[config.mk]
export PLATFORM = sky130hd
export DESIGN_NAME = spl_ctrl
export DESIGN_NICKNAME = d
export VERILOG_FILES = /design/src/spl_pkg.sv /design/src/spl_ctrl.sv
export SDC_FILE = /design/constraint.sdc
export NUM_CORES = 1
export LEC_CHECK = 0
export BUFFER_PORTS_ARGS = -buffer_cell sky130_fd_sc_hd__clkbuf_2
export CAP_MARGIN = 40
export CORE_AREA = 2 2 39 41
export CTS_CLUSTER_SIZE = 30
export DETAILED_ROUTE_END_ITERATION = 12
export DIE_AREA = 0 0 41 43
export GPL_TIMING_DRIVEN = 0
export PLACE_DENSITY = 0.54
export SYNTH_ARGS = -nofsm -noshare
export SYNTH_HDL_FRONTEND = slang
export SYNTH_SLANG_ARGS = --single-unit
export TNS_END_PERCENT = 30
[constraint.sdc]
create_clock -name clk -period 1.6 [get_ports clk]
set_input_delay 0.16 -clock clk [delete_from_list [all_inputs] [get_ports clk]]
set_output_delay 0.16 -clock clk [all_outputs]
set_load 0.02 [all_outputs]
[src/spl_pkg.sv]
// Shared types and constants for the symbol predecessor lookup unit.
`default_nettype none

package spl_pkg;

	localparam int unsigned ADDR_W  = 32;
	localparam int unsigned NAME_W  = 16;
	localparam int unsigned ENTRY_W = ADDR_W + NAME_W;

	localparam logic [ADDR_W-1:0] MAX_OFFSET_RESET = 32'h0010_0000;

	typedef enum logic [1:0] {
		OP_CLEAR  = 2'd0,
		OP_INSERT = 2'd1,
		OP_LOOKUP = 2'd2,
		OP_NOP    = 2'd3
	} op_t;

	typedef enum logic [1:0] {
		STAT_OK   = 2'd0,
		STAT_NONE = 2'd1,
		STAT_FAR  = 2'd2,
		STAT_FULL = 2'd3
	} status_t;

	// Which result the datapath registers on an emit command
	typedef enum logic [1:0] {
		RES_OK     = 2'd0,
		RES_NONE   = 2'd1,
		RES_FULL   = 2'd2,
		RES_LOOKUP = 2'd3
	} res_kind_t;

	typedef enum logic [1:0] {
		FSM_IDLE   = 2'd0,
		FSM_SCAN   = 2'd1,
		FSM_DRAIN  = 2'd2,
		FSM_FINISH = 2'd3
	} fsm_state_t;

	// Commands from controller to datapath
	typedef struct packed {
		logic      clr;
		logic      wr_en;
		logic      load_key;
		logic      rd_en;
		logic      emit;
		res_kind_t res;
	} spl_cmd_t;

	// Status from datapath to controller
	typedef struct packed {
		logic cnt_zero;
		logic full;
		logic scan_last;
	} spl_sts_t;

endpackage

`default_nettype wire

[src/spl_ctrl.sv]
// Controller state machine: sequences insert, clear and the lookup scan.
`default_nettype none

module spl_ctrl
	import spl_pkg::*;
(
	input  wire logic       clk,
	input  wire logic       arst_n,
	input  wire logic       start,
	input  wire logic [1:0] op,
	input  wire spl_sts_t   sts,
	output spl_cmd_t        cmd,
	output logic            busy
);

	fsm_state_t state_q;
	fsm_state_t state_nxt;
	op_t        op_in;

	assign op_in = op_t'(op);

	// State register
	always_ff @(posedge clk or negedge arst_n) begin
		if (!arst_n) begin
			state_q <= FSM_IDLE;
		end else begin
			state_q <= state_nxt;
		end
	end

	// Next state and commands
	always_comb begin
		state_nxt    = state_q;
		cmd          = '0;
		cmd.res      = RES_OK;
		busy         = 1'b1;
		case (state_q)
			FSM_IDLE: begin
				busy = 1'b0;
				if (start) begin
					case (op_in)
						OP_CLEAR: begin
							cmd.clr  = 1'b1;
							cmd.emit = 1'b1;
							cmd.res  = RES_OK;
						end
						OP_INSERT: begin
							cmd.emit = 1'b1;
							if (sts.full) begin
								cmd.res = RES_FULL;
							end else begin
								cmd.wr_en = 1'b1;
								cmd.res   = RES_OK;
							end
						end
						OP_LOOKUP: begin
							if (sts.cnt_zero) begin
								cmd.emit = 1'b1;
								cmd.res  = RES_NONE;
							end else begin
								cmd.load_key = 1'b1;
								state_nxt    = FSM_SCAN;
							end
						end
						default: begin
							cmd.emit = 1'b1;
							cmd.res  = RES_OK;
						end
					endcase
				end
			end
			FSM_SCAN: begin
				// Read one entry per cycle until the last stored one
				cmd.rd_en = 1'b1;
				if (sts.scan_last) begin
					state_nxt = FSM_DRAIN;
				end
			end
			FSM_DRAIN: begin
				// Last read beat is compared here
				state_nxt = FSM_FINISH;
			end
			FSM_FINISH: begin
				cmd.emit  = 1'b1;
				cmd.res   = RES_LOOKUP;
				state_nxt = FSM_IDLE;
			end
			default: begin
				state_nxt = FSM_IDLE;
			end
		endcase
	end

endmodule

`default_nettype wire

==> results.cfg, run 1 <==
[run_status]
outcome = finished, final reports clean

[global_route]
grt_max_degree = 6
grt_overflow = 0
grt_antenna_before_repair = 0
track_usage = 0.0884
grt_pass1_wl_microns = 1050
grt_pass1_vias = 304

[route]
wirelength_microns = 732
wire_per_inst_microns = 9.89
dr.pass1.iters = 2
wl_met1_microns = 343
met2WireLength_microns = 358
wl_met3_microns = 30
antenna_left = 0
drtIter0Drc = 2
topRoutingLayerUsed = met3
drc_errors = 0
dr_total_vias = 319
vias_per_cell = 4.31

[synth]
synth.avg_cell_area_sq_um = 8.54
syn_inst = 34
syn_area_sq_um = 290
synth_top_area_share = 0.345
syn-num-nets = 50
ys_seq_elements = 2
ys_types = 16
ys_top_cells_by_area = ha_1, dfrtp_1, inv_1
yosysTopAreaCell = ha_1
synth_seq_area_share = 0.172
yosysWarnings = 0

[place]
gp_congestion = 0.620
portBuffers = 15
post-place-ws_ns = 0.00138
dpl.hpwl_microns = 523

[floorplanning]
die_area_sq_um = 1760
die_y_microns = 43
die_w_microns = 41
initial_core_util = 0.210
io_pins = 16
rows = 14
core_sq_um = 1380

[layout]
seqCellArea_sq_um = 50.0
regMostFlops = state_q
diodes = 0
nFillCells = 151
syn_to_final_growth_pct = 69.8
nNetsFinal = 76
reg_top3 = state_q x2
largest_register_ffs = 2
multiInputGateArea_sq_um = 244
utilization = 0.356
drive_gt1_frac = 0.534

[clocking]
clk_latency_ns = 0.22
cts.htree.levels = 1
cts_inserted_buffers = 3
cts_tree = done
clockBufferDepth = 2
cts_sinks = 2
cts_root_buf = clkbuf_4
path_clk_slew_ns = 0.03

[power_and_ir_drop]
ir_worst_vdd_v = 0.000673
powerDensity_nw_per_um2 = 1760
p_leak_uw = 0.000261

[critical_path]
worstPathRequired_ns = 1.44
end_kind = output port
setup.worst_path.start_class = flip-flop
arrival_ns = 1.37
worst-setup-path-type = reg -> out
path_max_fanout = 5

[timing]
hold_ws_ns = 0.259
slew-limit-headroom = 0.869
hold_violations = 0
fmaxAchievable_ghz = 0.653
min_period_ns = 1.53
worst_slew_pin_slew_ns = 0.196
finalClockSkew_ns = 0.00284
drv_slew = 0
setup_ws_ns = 0.0688
fin_crit_sh = 0.957
setup_viol = 0

[flow_run]
max-cap-violations = 0

[min_path]
hold_path.class = in -> async
## worst max-delay path, stage by stage (launching register included)
cell,delay (ns)
dfrtp_1,0.38
inv_2,0.08
ha_4,0.16
and3_4,0.19
nand3_2,0.08
a21oi_2,0.11
buf_4,0.14
## final timing paths
check                            from          to  slack (ns)  depth (start not counted)
hold reg to reg            state_q[1]  state_q[1]        0.64                          2
setup / recovery           state_q[0]      cmd[0]        0.07                          6
hold / removal                 arst_n  state_q[0]        0.26                          2
max in group asynchronous      arst_n  state_q[1]        1.24                          2
min in group clk               sts[0]  state_q[1]        0.39                          4
setup reg to reg           state_q[0]  state_q[1]        0.12                          5
## metal layers
layer  vias to the layer above  GRT usage
met5                         -          0
met4                         0     0.0800
met3                         0     0.0157
met2                        12      0.138
met1                       142     0.0932
li1                        165          -
## synth_stat cells
master    count
ha_1          8
a21oi_1       3
o32a_1        1
mux2_1        1
a21oi_2       1
a31o_1        1
nor2b_1       1
nand2_1       2
nand3b_1      1
nand3_1       1
dfrtp_1       2
nor3b_1       1
nand4_1       1
inv_1         7
and3_1        2
and2b_1       1
## area by class of cell
class,instances,share of cell area
multi-input combinational,25,0.495
timing repair buffer,21,0.264
sequential,2,0.102
inverter,7,0.0533
clock buffer,3,0.0457
tap,16,0.0406
## power breakdown
part | switching [uW] | internal (uW)
combinational | 332 | 328
sequential | 18.3 | 80.1
clock | 26.7 | 82.6
total | 377 | 491
## logic make-up (layout without fill, tap and decap cells)
| group | count (synthesis) | after routing | synth area share |
|---|---|---|---|
| AO/OA/AOI/OAI | 6 | 6 | 0.147 |
| buffers and inverters | 7 | 31 | 0.0905 |
| multiplexers | 1 | 1 | 0.0388 |
| flip-flops | 2 | 2 | 0.172 |
| adder cells (fa/ha/maj) | 8 | 8 | 0.345 |
| AND/OR/NAND/NOR | 10 | 10 | 0.207 |
## metrics by stage
stage / instance area [sq um] / TNS [ns] / cells / power, uW
6_report: 493 / 0 / 74 / 868
5_1_grt: 493 / -0.000868 / 74 / 935
4_1_cts: 470 / 0 / 73 / 816
3_5_place_dp: 385 / 0 / 65 / 546
3_3_place_gp: 385 / 0 / 65 / 542
2_1_floorplan: 290 / 0 / 34 / 420
## cells in the final DEF (no fill, tap or decap), types with 2 or more instances in the layout
| cell | n |
|---|---|
| clkbuf_2 | 12 |
| buf_4 | 8 |
| ha_1 | 7 |
| inv_1 | 5 |
| a21oi_2 | 3 |
| clkbuf_4 | 3 |
| inv_2 | 2 |
| nand2_1 | 2 |
| dfrtp_1 | 2 |
## repair_timing
action / in CTS / in global routing
resized for setup: 7 / 7
endpoints found under the hold margin: 2 / 0
endpoints found under the setup margin: 5 / 3
setup buffers: 4 / 1
hold buffers: 1 / 0
pin swaps: 1 / 4
Note: power is estimated with default switching activity, not from simulation.
==> run 2: changes to the inputs <==
- REMOVE_ABC_BUFFERS: unset -> 1
- SETUP_SLACK_MARGIN: unset -> 0.1
- clock period: 1.6 -> 1.8 ns (I/O delays scaled with it)
==> run 2 against run 1 <==
Net effect: die area did not move; final area fell by 5.3%; clock power fell by 11%; critical path depth did not move; non-clock buffer count fell by 2; combinational power fell by 22%; highest routed layer unchanged.
==> results.cfg, run 2 (synthesized netlist as in run 1, its figures left out) <==
[run_status]
outcome = finished, final reports clean

[timing]
setup_viol = 0
fin_crit_sh = 0.898
hold_ws_ns = 0.280
worst_slew_pin_slew_ns = 0.199
rsz0062_at_grt = false
hold_violations = 0
min_period_ns = 1.62
fmaxAchievable_ghz = 0.618
slew-limit-headroom = 0.867
setup_tns_ns = 0
drv_slew = 0
finalClockSkew_ns = 0.00214

[critical_path]
worstPathRequired_ns = 1.62
arrival_ns = 1.44
reg2reg_depth = 5
crit_family = flip-flops
critical_path_buf_inv_count = 2
slowest_delay_ns = 0.40
setup.worst_path.start_class = flip-flop
worst-setup-path-type = reg -> out
worst-path-stages = 6
crit_slowest_cell = dfrtp_1
path_cells = inv_2, ha_4, nand2_1, a31o_1, a21oi_1, buf_4
end_kind = output port
path_max_fanout = 5

[floorplanning]
io_pins = 16
core_sq_um = 1380
die_w_microns = 41
die_area_sq_um = 1760
die_y_microns = 43
initial_core_util = 0.210
rows = 14

[layout]
reg_top3 = state_q x2
regMostFlops = state_q
drive_gt1_frac = 0.482
diodes = 0
syn_to_final_growth_pct = 60.8
final_common_cell = clkbuf_2
largest_register_ffs = 2
final_cell_mix = clkbuf_2, ha_1, inv_1, buf_4, clkbuf_4
nNetsFinal = 74

[route]
vias_per_cell = 4.26
drtIter0Drc = 0
dr.pass1.iters = 1
antenna_left = 0
dr_total_vias = 307
wirelength_microns = 677
wire_per_inst_microns = 9.40
drc_errors = 0

[place]
portBuffers = 15
gp_congestion = 0.620
dpl.hpwl_microns = 523

[global_route]
track_usage = 0.0803
grt_overflow = 0
grt_max_degree = 8
grt_pass1_wl_microns = 931
grt_pass1_vias = 277
grt_antenna_before_repair = 0

[clocking]
clk_latency_ns = 0.22
cts_inserted_buffers = 3
cts_sinks = 2
cts_root_buf = clkbuf_4
clockBufferDepth = 2
cts_tree = done
cts.htree.levels = 1
path_clk_slew_ns = 0.03

[power_and_ir_drop]
p_leak_uw = 0.000251
power_switching_uw = 315
internal_power_uw = 396
ir_worst_vdd_v = 0.000566
clkPwrFrac = 0.137
total_power_uw = 711
comb_power_share = 0.724
powerDensity_nw_per_um2 = 1520
swShare = 0.443
power_frac_seq = 0.140

[flow_run]
max-cap-violations = 0

[min_path]
hold_path.class = in -> async
-- run 2: metrics by stage --
stage	std cells	instance area (sq um)	util	setup slack, ns
floorplan	34	290	-	0.279
global placement	65	385	0.278	0.212
detailed placement	65	385	0.278	0.181
CTS	69	433	0.313	0.105
global route	72	467	0.337	0.100
finish	72	467	0.337	0.183
-- run 2: layer usage --
layer	share of wire	vias up	track usage
met5	0	-	0
met4	0	0	0.0800
met1	0.49	133	0.0868
met3	0.053	0	0.0157
met2	0.45	12	0.119
li1	-	162	-
-- run 2: final cells by class --
cell class | instances | area [sq um]
inverters | 7 | 26.3
repair buffers | 19 | 113
fillers | 155 | 917
well taps | 16 | 20.0
flip-flops and latches | 2 | 50.0
clock buffers | 3 | 22.5
multi-input cells | 25 | 235
-- run 2: timing repair --
| action | 4_1_cts | 5_1_grt |
|---|---|---|
| setup endpoints to repair | 4 | 2 |
| pin swaps | 0 | 2 |
| buffers inserted | 0 | 3 |
| endpoints found under the hold margin | 2 | 0 |
| hold buffers | 1 | 0 |
| gates resized for setup | 5 | 5 |
-- run 2: power groups by stage --
| stage | logic [uW] | clock network [uW] | registers, uW |
|---|---|---|---|
| floorplan | 283 | 0 | 90.3 |
| global placement | 385 | 0 | 96.4 |
| detailed placement | 390 | 0 | 95.5 |
| CTS | 445 | 104 | 98.9 |
| global route | 552 | 111 | 105 |
| finish | 515 | 97.1 | 99.2 |
-- run 2: worst paths after layout --
check	from	end	slack, ns
max	state_q[1]	cmd[2]	0.18
min	arst_n	state_q[0]	0.28
max reg2reg	state_q[0]	state_q[1]	0.42
min reg2reg	state_q[1]	state_q[1]	0.57
max in group asynchronous	arst_n	state_q[1]	1.42
min in group clk	sts[0]	state_q[1]	0.39
